--- src/rtl/wildcard_byte_pattern_scan_defines.svh ---
// Assertion helpers for the pattern scanner; clk and rst_n are taken from the using scope.
`ifndef WILDCARD_BYTE_PATTERN_SCAN_DEFINES_SVH
`define WILDCARD_BYTE_PATTERN_SCAN_DEFINES_SVH

// Invariant checked at every edge outside reset.
`define WBPS_CHECK(name, expr, msg) \
  name: assert property (@(posedge clk) disable iff (!rst_n) (expr)) else $error(msg);

// Condition in the cycle after a trigger.
`define WBPS_CHECK_NEXT(name, trig, expr, msg) \
  name: assert property (@(posedge clk) disable iff (!rst_n) (trig) |=> (expr)) \
    else $error(msg);

`endif

--- src/rtl/wbps_pkg.sv ---
`default_nettype none
package wbps_pkg;

  localparam int unsigned MAX_PATTERN_DEF = 64;
  localparam logic [31:0] DEFAULT_START = 32'h0040_1000;
  localparam logic [31:0] DEFAULT_END   = 32'h07FF_FFFF;
  localparam logic [7:0]  WILD_BYTE     = 8'hFF;
  localparam logic [15:0] MATCH_SAT     = 16'hFFFF;
  localparam logic [7:0]  CHAR_WILD     = 8'h3F;  // '?'
  localparam logic [3:0]  HEX_TEN       = 4'hA;

  typedef enum logic [1:0] {
    MODE_CLEAR = 2'd0,
    MODE_CHAR  = 2'd1,
    MODE_BYTE  = 2'd2,
    MODE_FAULT = 2'd3
  } mode_t;

  typedef enum logic [1:0] {
    OC_FOUND     = 2'd0,
    OC_NOT_FOUND = 2'd1,
    OC_BAD       = 2'd2,
    OC_FAULT     = 2'd3
  } outcome_t;

  typedef enum logic [1:0] {
    CFG_START = 2'd0,
    CFG_END   = 2'd1,
    CFG_SKIP  = 2'd2
  } cfg_reg_t;

  // Broadcast from the controller to every cell.
  typedef struct packed {
    logic       clr;      // new search: wipe pattern and partial matches
    logic       wr_hex;   // add wr_val to the selected cell's byte
    logic       wr_wild;  // mark the selected cell as wildcard
    logic [7:0] wr_val;   // nibble already placed in its half
    logic       shift;    // memory byte beat, advance partial matches
    logic [7:0] mem_byte;
  } cell_ctrl_t;

  typedef struct packed {
    logic       valid;
    logic       wild;
    logic [3:0] val;
  } nib_dec_t;

  function automatic nib_dec_t decode_char(input logic [7:0] c);
    nib_dec_t d;
    d = '0;
    if (c >= 8'h30 && c <= 8'h39) begin
      d.valid = 1'b1;
      d.val   = 4'(c - 8'h30);
    end else if (c >= 8'h41 && c <= 8'h46) begin
      d.valid = 1'b1;
      d.val   = 4'(c - 8'h41) + HEX_TEN;
    end else if (c >= 8'h61 && c <= 8'h66) begin
      d.valid = 1'b1;
      d.val   = 4'(c - 8'h61) + HEX_TEN;
    end else if (c == CHAR_WILD) begin
      d.valid = 1'b1;
      d.wild  = 1'b1;
    end
    return d;
  endfunction

endpackage
`default_nettype wire

--- src/rtl/wildcard_byte_pattern_scan.sv ---
`default_nettype none
// The output register takes a result at the edge that accepts the beat ending the search.
// Throughput: one input beat per cycle; input stalls only while a result beat waits.
// Each memory byte is checked against all pattern bytes in the same cycle by the cell row.
// Reset (rst_n low, synchronous) clears state registers, pattern cells and output valid.
// A clear beat (mode 0) wipes the pattern cells at once; no sweep is needed.
module wildcard_byte_pattern_scan #(
  parameter int unsigned MAX_PATTERN = wbps_pkg::MAX_PATTERN_DEF
) (
  input  wire         clk,
  input  wire         rst_n,
  // input channel
  input  wire         in_tvalid,
  output logic        in_tready,
  input  wire  [15:0] in_tdata,   // [7:0] pattern_char, [15:8] memory_byte
  input  wire  [1:0]  in_tuser,   // [1:0] mode
  // result channel
  output logic        out_tvalid,
  input  wire         out_tready,
  output logic [39:0] out_tdata,  // [0] found, [32:1] match_address, [39:33] zero
  output logic [1:0]  out_tuser,  // [1:0] outcome
  // configuration
  input  wire         cfg_we,
  input  wire  [1:0]  cfg_index,
  input  wire  [31:0] cfg_data
);
  import wbps_pkg::*;

  localparam int unsigned LW = $clog2(MAX_PATTERN + 1);   // pattern length / byte index
  localparam int unsigned NW = LW + 1;                    // nibble count
  localparam int unsigned IW = (MAX_PATTERN > 1) ? $clog2(MAX_PATTERN) : 1;

  // configuration registers
  logic [31:0] start_r, end_r;
  logic [15:0] skip_r;

  // search state
  logic [NW-1:0] nib_r, nib_nxt;
  logic          ovf_r, ovf_nxt;
  logic [15:0]   ms_r, ms_nxt;            // matches seen, saturating
  logic          search_done_r, search_done_nxt;
  logic          scan_r, scan_nxt;
  logic [LW-1:0] fill_r, fill_nxt;        // scan bytes taken, saturating at MAX_PATTERN
  logic [31:0]   cand_r, cand_nxt;        // start address of the next complete window
  logic [31:0]   last_r, last_nxt;        // last candidate address

  // output stage
  logic          out_valid_r, out_valid_nxt;
  logic          out_found_r;
  logic [31:0]   out_addr_r;
  outcome_t      out_oc_r;

  logic          emit, emit_found;
  logic [31:0]   emit_addr;
  outcome_t      emit_oc;

  logic          in_fire;
  mode_t         mode;
  logic [7:0]    p_char, m_byte;
  nib_dec_t      dec;
  cell_ctrl_t    ctrl;

  logic [LW-1:0] pat_len, len_m1, wr_idx;
  logic [IW-1:0] hit_idx;
  logic [31:0]   s_sel, e_sel, len_x, lim, cand_cur, last_cur;
  logic          idx_full, bad_pat, no_room, complete, full_hit;

  logic [MAX_PATTERN-1:0] part, cell_hit;

  assign mode   = mode_t'(in_tuser);
  assign p_char = in_tdata[7:0];
  assign m_byte = in_tdata[15:8];

  assign in_tready = !out_valid_r || out_tready;
  assign in_fire   = in_tvalid && in_tready;

  assign dec      = decode_char(p_char);
  assign wr_idx   = nib_r[NW-1:1];
  assign idx_full = wr_idx >= LW'(MAX_PATTERN);
  assign pat_len  = nib_r[NW-1:1];
  assign len_m1   = pat_len - 1'b1;
  assign hit_idx  = len_m1[IW-1:0];

  // scan window limits, taken on the first memory byte
  assign s_sel    = (start_r != '0) ? start_r : DEFAULT_START;
  assign e_sel    = (end_r   != '0) ? end_r   : DEFAULT_END;
  assign len_x    = {{(32-LW){1'b0}}, pat_len};
  assign lim      = e_sel - len_x;
  assign bad_pat  = nib_r[0] || ovf_r;
  assign no_room  = (pat_len == '0) || (e_sel < len_x) || (s_sel >= lim);
  assign cand_cur = scan_r ? cand_r : s_sel;
  assign last_cur = scan_r ? last_r : lim - 32'd1;

  // window is complete once pat_len bytes of this scan have arrived
  assign complete = fill_r >= len_m1;
  assign full_hit = complete && cell_hit[hit_idx];

  // pattern cell row: partial match flags walk one cell per memory byte
  for (genvar j = 0; j < MAX_PATTERN; j++) begin : g_cell
    logic m_in;
    if (j == 0) begin : g_head
      assign m_in = 1'b1;
    end else begin : g_link
      assign m_in = part[j-1];
    end
    wbps_cell u_cell (
      .clk       (clk),
      .rst_n     (rst_n),
      .ctrl      (ctrl),
      .wr_sel    (wr_idx == LW'(j)),
      .match_in  (m_in),
      .match_out (part[j]),
      .hit       (cell_hit[j])
    );
  end

  always_comb begin
    nib_nxt         = nib_r;
    ovf_nxt         = ovf_r;
    ms_nxt          = ms_r;
    search_done_nxt = search_done_r;
    scan_nxt        = scan_r;
    fill_nxt        = fill_r;
    cand_nxt        = cand_r;
    last_nxt        = last_r;
    ctrl            = '0;
    ctrl.mem_byte   = m_byte;
    ctrl.wr_val     = nib_r[0] ? {4'h0, dec.val} : {dec.val, 4'h0};
    emit            = 1'b0;
    emit_found      = 1'b0;
    emit_addr       = '0;
    emit_oc         = OC_FOUND;

    if (in_fire) begin
      unique case (mode)
        MODE_CLEAR: begin
          ctrl.clr        = 1'b1;
          nib_nxt         = '0;
          ovf_nxt         = 1'b0;
          ms_nxt          = '0;
          search_done_nxt = 1'b0;
          scan_nxt        = 1'b0;
          fill_nxt        = '0;
        end
        MODE_CHAR: begin
          // characters after the scan started are dropped
          if (!search_done_r && !scan_r && dec.valid) begin
            if (idx_full) begin
              ovf_nxt = 1'b1;
            end else begin
              ctrl.wr_wild = dec.wild;
              ctrl.wr_hex  = !dec.wild;
              nib_nxt      = nib_r + 1'b1;
            end
          end
        end
        MODE_FAULT: begin
          if (!search_done_r) begin
            emit    = 1'b1;
            emit_oc = OC_FAULT;
          end
        end
        MODE_BYTE: begin
          if (!search_done_r) begin
            if (!scan_r && bad_pat) begin
              emit    = 1'b1;
              emit_oc = OC_BAD;
            end else if (!scan_r && no_room) begin
              emit    = 1'b1;
              emit_oc = OC_NOT_FOUND;
            end else begin
              scan_nxt   = 1'b1;
              ctrl.shift = 1'b1;
              last_nxt   = last_cur;
              cand_nxt   = cand_cur;
              if (fill_r != LW'(MAX_PATTERN)) begin
                fill_nxt = fill_r + 1'b1;
              end
              if (complete) begin
                if (full_hit && (ms_r >= skip_r)) begin
                  emit       = 1'b1;
                  emit_found = 1'b1;
                  emit_addr  = cand_cur;
                  emit_oc    = OC_FOUND;
                end else begin
                  if (full_hit && (ms_r != MATCH_SAT)) begin
                    ms_nxt = ms_r + 16'd1;
                  end
                  if (cand_cur == last_cur) begin
                    emit    = 1'b1;
                    emit_oc = OC_NOT_FOUND;
                  end else begin
                    cand_nxt = cand_cur + 32'd1;
                  end
                end
              end
            end
          end
        end
        default: ;
      endcase
    end

    if (emit) begin
      search_done_nxt = 1'b1;
    end
    out_valid_nxt = emit || (out_valid_r && !out_tready);
  end

  always_ff @(posedge clk) begin
    if (!rst_n) begin
      start_r       <= '0;
      end_r         <= '0;
      skip_r        <= '0;
      nib_r         <= '0;
      ovf_r         <= 1'b0;
      ms_r          <= '0;
      search_done_r <= 1'b0;
      scan_r        <= 1'b0;
      fill_r        <= '0;
      out_valid_r   <= 1'b0;
    end else begin
      if (cfg_we) begin
        case (cfg_index)
          CFG_START: start_r <= cfg_data;
          CFG_END:   end_r   <= cfg_data;
          CFG_SKIP:  skip_r  <= cfg_data[15:0];
          default: ;
        endcase
      end
      nib_r         <= nib_nxt;
      ovf_r         <= ovf_nxt;
      ms_r          <= ms_nxt;
      search_done_r <= search_done_nxt;
      scan_r        <= scan_nxt;
      fill_r        <= fill_nxt;
      out_valid_r   <= out_valid_nxt;
    end
  end

  // payload registers, no reset
  always_ff @(posedge clk) begin
    cand_r <= cand_nxt;
    last_r <= last_nxt;
    if (emit) begin
      out_found_r <= emit_found;
      out_addr_r  <= emit_addr;
      out_oc_r    <= emit_oc;
    end
  end

  assign out_tvalid = out_valid_r;
  assign out_tdata  = {7'd0, out_addr_r, out_found_r};
  assign out_tuser  = out_oc_r;

  // ---------------------------------------------------------------- checks
`include "wildcard_byte_pattern_scan_defines.svh"

  `WBPS_CHECK(a_result_ends_search, !out_valid_r || search_done_r, "result without finished search")
  `WBPS_CHECK(a_scan_needs_good_pattern, !scan_r || (!nib_r[0] && !ovf_r), "scan on bad pattern")
  `WBPS_CHECK_NEXT(a_quiet_after_done, in_fire && search_done_r && (mode != MODE_CLEAR), !out_valid_r, "result after finished search")

endmodule
`default_nettype wire

--- src/rtl/wbps_cell.sv ---
`default_nettype none
module wbps_cell (
  input  wire                     clk,
  input  wire                     rst_n,
  input  wire wbps_pkg::cell_ctrl_t ctrl,
  input  wire                     wr_sel,
  input  wire                     match_in,   // left neighbor's partial match
  output logic                    match_out,  // registered partial match
  output logic                    hit         // partial match ending at this beat
);
  import wbps_pkg::*;

  logic [7:0] pat_r;
  logic       wild_r;
  logic       part_r;
  logic       cmp;

  assign cmp       = wild_r || (pat_r == ctrl.mem_byte);
  assign hit       = match_in && cmp;
  assign match_out = part_r;

  always_ff @(posedge clk) begin
    if (!rst_n || ctrl.clr) begin
      pat_r  <= '0;
      wild_r <= 1'b0;
      part_r <= 1'b0;
    end else begin
      if (wr_sel && ctrl.wr_wild) begin
        pat_r  <= WILD_BYTE;
        wild_r <= 1'b1;
      end else if (wr_sel && ctrl.wr_hex) begin
        pat_r <= pat_r + ctrl.wr_val;
      end
      if (ctrl.shift) begin
        part_r <= hit;
      end
    end
  end

endmodule
`default_nettype wire

--- config.mk ---
export PLATFORM = sky130hd
export DESIGN_NAME = wildcard_byte_pattern_scan
export DESIGN_NICKNAME = d
export VERILOG_FILES = /design/src/rtl/wbps_pkg.sv /design/src/rtl/wildcard_byte_pattern_scan.sv /design/src/rtl/wbps_cell.sv
export VERILOG_INCLUDE_DIRS = /design/src /design/src/rtl
export SDC_FILE = /design/constraint.sdc
export NUM_CORES = 2
export LEC_CHECK = 0
export ABC_AREA = 1
export BUFFER_PORTS_ARGS = -buffer_cell sky130_fd_sc_hd__buf_2
export CAP_MARGIN = 20
export CELL_PAD_IN_SITES_DETAIL_PLACEMENT = 0
export CELL_PAD_IN_SITES_GLOBAL_PLACEMENT = 2
export CORE_ASPECT_RATIO = 0.8
export CORE_UTILIZATION = 37
export DETAILED_ROUTE_END_ITERATION = 8
export PLACE_DENSITY = 0.93
export SLEW_MARGIN = 30
export SYNTH_ARGS = -nofsm -noshare
export SYNTH_HDL_FRONTEND = slang
export SYNTH_HIERARCHICAL = 1
export SYNTH_SLANG_ARGS = --single-unit
--- constraint.sdc ---
create_clock -name clk -period 24.3 [get_ports clk]
set_input_delay 4.86 -clock clk [delete_from_list [all_inputs] [get_ports clk]]
set_output_delay 4.86 -clock clk [all_outputs]
set_load 0.005 [all_outputs]
# ---- Word-level counts from Yosys, hierarchy flattened
# Index checks and enable logic that the tools add are counted.
dict set report op_classes {
  n_div 0
  eq_ne 146
  n_lt_le_gt_ge 12
  n_mul 0
  n_reduce_logical 364
  mux 201
  bitwise_logic 7
  shift 0
  n_addsub 76
}
# op count
set op_table {}
lappend op_table {{2-to-1 mux 8 bit} 131}
lappend op_table {{adder 8 bit} 64}
lappend op_table {{== test 8 bit} 64}
lappend op_table {{== test 7 x 6 -> 1 bit (second input constant)} 32}
lappend op_table {{2-to-1 mux 32 bit} 7}
lappend op_table {{logical AND 1 bit} 203}
lappend op_table {{nonzero test 2 bit} 68}
lappend op_table {{== test 7 x 5 -> 1 bit (second input constant)} 16}
lappend op_table {{2-to-1 mux 16 bit} 6}
lappend op_table {{logical OR 1 bit} 70}
lappend op_table {{nonzero test 32 bit} 2}
lappend op_table {{== test 7 x 4 -> 1 bit (second input constant)} 8}
lappend op_table {{2-to-1 mux 1 bit} 34}
lappend op_table {{adder 32 x 1 -> 32 bit (second input constant)} 1}
lappend op_table {{== test 32 bit} 1}
lappend op_table {{greater-or-equal comparator 32 bit} 1}
lappend op_table {{less-than comparator 32 x 7 -> 1 bit} 1}
lappend op_table {{one-hot mux 16 bit (2 select lines)} 1}
lappend op_table {{subtractor 32 x 1 -> 32 bit (second input constant)} 1}
lappend op_table {{subtractor 32 x 7 -> 32 bit} 1}
lappend op_table {{== test 7 x 3 -> 1 bit (second input constant)} 4}
lappend op_table {{2-to-1 mux 7 bit} 4}
lappend op_table {{inequality test 2 bit (second input constant)} 10}
lappend op_table {{adder 16 x 1 -> 16 bit (second input constant)} 1}
lappend op_table {{other kinds (39)} 75}
dict set report word_totals {
  output_inout_bits 44
  rom_bits 0
  mem_count 0
  inputBits 57
  latch_bits 0
  mem_bits_rw 0
  ff_bits 853
  wordCells 1012
}

# ---- Longest topological paths before layout
dict set report depth {
  depth_word 16
  ltp_mapped 43
}

# ---- Hierarchy
# Netlist, hierarchy kept.
# module area_each_um2 n_inst cells_each
set modules_own_cells {}
lappend modules_own_cells {{wbps_cell (g_cell[12].u_cell ...)} 815.8 56 126}
lappend modules_own_cells {wildcard_byte_pattern_scan 15640.0 1 2343}
lappend modules_own_cells {{wbps_cell (g_cell[63].u_cell ...)} 829.5 5 131}
lappend modules_own_cells {{wbps_cell (g_cell[0].u_cell ...)} 810.8 3 124}

# ---- Worst setup path before layout
# Ideal clock, no wire load.
dict set report synth_timing {
  kind {in2reg}
  startpoint {input in_tdata[1]}
  endpoint {register g_cell[63].u_cell.pat_r[3]}
  required_ns 24.184
  setup_time_ns 0.116
  path_stages 15
  arrival_ns 19.081
  setup_slack_ns 5.103
  cell_sequence {inv_1 > ha_1 > inv_1 > o211ai_1 > nand2_1 > nand3_1 > nand3_1 > nor4_1 > inv_1 > nor2_1 > o21ai_2 > a21oi_2 > nand3_1 > o211ai_1 > inv_1}
}
# item line_no
set synth_rtl {}
lappend synth_rtl {{from (decl)} wildcard_byte_pattern_scan.sv:15} ;# input wire [15:0] in_tdata,
lappend synth_rtl {{to (signal assigned)} wbps_cell.sv:32} ;# pat_r <= pat_r + ctrl.wr_val;
lappend synth_rtl {{to (decl)} wbps_cell.sv:13} ;# logic [7:0] pat_r;

# ---- Final worst setup path
dict set report layout_timing {
  startpoint {input in_tdata[15]}
  endpoint {register ms_r[10]}
}
dict set report layout_via {
  elab_chain_cells 9
}
# item line_no
set layout_lines {}
lappend layout_lines {{== test 8 bit *} wbps_cell.sv:18} ;# assign cmp = wild_r || (pat_r == ctrl.mem_byte);
lappend layout_lines {{logical OR 1 bit *} wbps_cell.sv:18}
lappend layout_lines {{logical AND 1 bit *} wbps_cell.sv:19} ;# assign hit = match_in && cmp;
lappend layout_lines {{via cell_hit[16]} wildcard_byte_pattern_scan.sv:68} ;# logic [MAX_PATTERN-1:0] part, cell_hit;
lappend layout_lines {{binary-select mux 1 bit (select 6 bit) *} wildcard_byte_pattern_scan.sv:96} ;# assign full_hit = complete && cell_hit[hit_idx];
lappend layout_lines {{2-to-1 mux 1 bit (not written as such) *} wildcard_byte_pattern_scan.sv:96}
lappend layout_lines {{logical AND 1 bit *} wildcard_byte_pattern_scan.sv:96}
lappend layout_lines {{logical AND 1 bit (on tied branches)} {wildcard_byte_pattern_scan.sv:186, wildcard_byte_pattern_scan.sv:180}}
lappend layout_lines {{inequality test 2 bit (no line)} n/a}
lappend layout_lines {{AND reduction 8 bit (no line) *} n/a}
lappend layout_lines {{to (signal assigned)} wildcard_byte_pattern_scan.sv:233} ;# ms_r <= ms_nxt;
lappend layout_lines {{to (decl)} wildcard_byte_pattern_scan.sv:40} ;# logic [15:0] ms_r, ms_nxt;
# The timed path passes the listed nets; every way through them passes the cells marked *. The select of a mux whose other input is x is not followed.
# A chain may end at the register's enable or synchronous reset.

==> out/qor.txt <==
status = completed
RSZ-0062 raised after global routing = false
DR WL met3 = 17.1 mm
Fin. Hold Viols = 0
Hold-fix buffers, CTS = 0
CP delay by family, top = simple AND/OR/NAND/NOR gates
layout cell share with drive strength beyond 1 = 6.16%
Slew Limit Fails = 0
Setup WS post-layout = 14.03 ns
# setup viols final = 0
post-DP HPWL = 161 mm
DR pass1 iterations = 6
highest routed layer = met5
pre-CTS worst setup slack = 13.35 ns
Final Net Count = 11227
M1 WL = 117 mm
crit path buf inv count = 7
die height = 385 µm
die width = 481 µm
critical path data required time = 24.98 ns
Final Hold Slack = 0.457 ns
Clk pin slew, worst setup/hold paths = 0.06 ns
Final min period = 10.27 ns
Critical Path Sink Type = register
Critical Path Most Common Cell = nand2_1
leakage = 37.8 nW
Core Region = 182000 µm²
Initial Util = 37.3%
WS Path Type = input port to register
total routed wirelength = 234 mm
Net Sw Power = 1.14 mW
CTS max path bufs = 3
Gate power share = 15.6%
Max Clk Rate = 97.4 MHz
largest net degree at the start of global routing = 129
synthesis-to-layout area growth = 10.8%
FILL cells = 19158
post-CTS sizing = 0
Slew headroom = 29.5%
part of the power in registers = 39.0%
Critical Path Max Stage Delay = 0.71 ns
GR Overflow Total = 0
antenna-violating nets left = 0
total number of vias = 66501
All-Layer GR Usage = 24.8%
average wire per standard cell = 17.9 µm
WL met2 = 95.1 mm
clock power share = 45.4%
worst slew pin tran = 1.06 ns
synthesized instance count = 10423
H-tree levels = 3
Peak supply drop = 0.0000552 V
CTS Sinks = 853
die footprint = 185000 µm²
number of post-CTS setup repair buffers = 0
Syn Area/Cell = 6.51 µm²
Worst Path Max Fanout = 54
first-pass GRT wire length = 359 mm
skew final = 0.0331 ns
Final Wtd Congestion = 0.908
switching share of power = 30.4%
slowest stage cell on the critical path = buf_4
initial antenna violation count = 15
Internal = 2.60 mW
critical path launch point type = input port
CTS root buf = clkbuf_16
number of global-route vias before repair = 61019
# DRC = 0
CTS tree = done
routed vias/inst = 5.08
setup tns final = 0 ns
DRT iter0 DRCs = 5613
Pwr per Cell Area = 49.7 nW/µm²
PortBufs = 93
Synth Warn # = 6
Post-Syn Area = 67900 µm²
Max-Cap Viols = 0
Hold Path Class = register to register
Top-Level Pins = 101
Clock Latency Late Sink = 0.77 ns
CTS buffer count = 103
Core Rows = 140
Critical Path AT = 10.95 ns
Final Cycle Share = 42.2%
## final cells by class
type                    count  area [µm²]  share of cell area, %
clock buffers             155        3060                   4.07
inverters                2081        7820                   10.4
flip-flops and latches    853       18100                   24.0
clock inverters            39         566                  0.752
well taps                2414        3020                   4.01
multi-input cells        7389       41600                   55.3
diodes                      5        12.5                 0.0166
repair buffers            154        1060                   1.41
## through the flow
stage	area, µm²	cells	utilization, %	total power [mW]
after global routing	75200	13090	41.3	3.89
after CTS	75200	13085	41.3	3.76
after detailed placement	71600	12891	39.3	2.06
after global placement	71500	12889	39.3	2.05
after floorplan	67900	10429	-	1.85
final	75200	13090	41.3	3.74
## worst paths after layout
path / from / endpoint / slack (ns) / cells after the start
hold reg to reg: skip_r[0] / skip_r[0] / 0.46 / 2
setup / recovery: in_tdata[15] / ms_r[10] / 14.03 / 31
hold / removal: skip_r[0] / skip_r[0] / 0.46 / 2
setup reg to reg: end_r[13] / g_cell[2].u_cell/match_out / 16.88 / 37
## registers in the layout, summed over array words and instances, names as in the netlist
name                     count
g_cell.u_cell/pat_r        512
g_cell.u_cell/wild_r        64
g_cell.u_cell/match_out     63
cand_r                      32
end_r                       32
last_r                      32
out_addr_r                  32
start_r                     32
ms_r                        16
skip_r                      16
nib_r                        8
fill_r                       7
out_tuser                    2
out_found_r                  1
out_tvalid                   1
ovf_r                        1
scan_r                       1
search_done_r                1
## layout by cell type (no fill, tap or decap), types with 13 or more instances in the layout
cell / n
nand2_1: 2721
inv_1: 2065
nand3_1: 826
dfxtp_1: 753
a21oi_1: 664
nor2_1: 655
ha_1: 523
o21ai_0: 504
xnor2_1: 325
nor3_1: 154
xor2_1: 150
o21ai_2: 120
clkbuf_16: 105
edfxtp_1: 99
buf_2: 84
o211ai_1: 78
a211oi_1: 69
o21a_1: 67
a21oi_2: 66
a221oi_1: 65
fa_1: 65
o21bai_1: 58
buf_4: 55
or2_2: 51
nand4_1: 43
o21ai_1: 32
nor2_2: 27
clkbuf_1: 25
clkbuf_8: 24
nor2_4: 19
clkinv_2: 16
nand2_2: 14
nand3_2: 13
nor4_1: 13
## layer usage
layer	vias up	track usage [%]
met1	30695	37.3
met2	1865	36.8
li1	33675	-
met3	264	3.79
met4	2	5.70
met5	-	0
## power groups by stage
stage | logic (mW) | clock network, mW | registers [mW]
6_report | 0.583 | 1.70 | 1.46
5_1_grt | 0.641 | 1.79 | 1.46
4_1_cts | 0.569 | 1.74 | 1.46
3_5_place_dp | 0.566 | 0 | 1.49
3_3_place_gp | 0.558 | 0 | 1.49
2_1_floorplan | 0.363 | 0 | 1.48
## worst min-delay path: stages, from the launching register on
cell	delay, ns
dfxtp_1	0.32
inv_1	0.05
a21oi_1	0.05
Power figures use the tool's default switching activity.
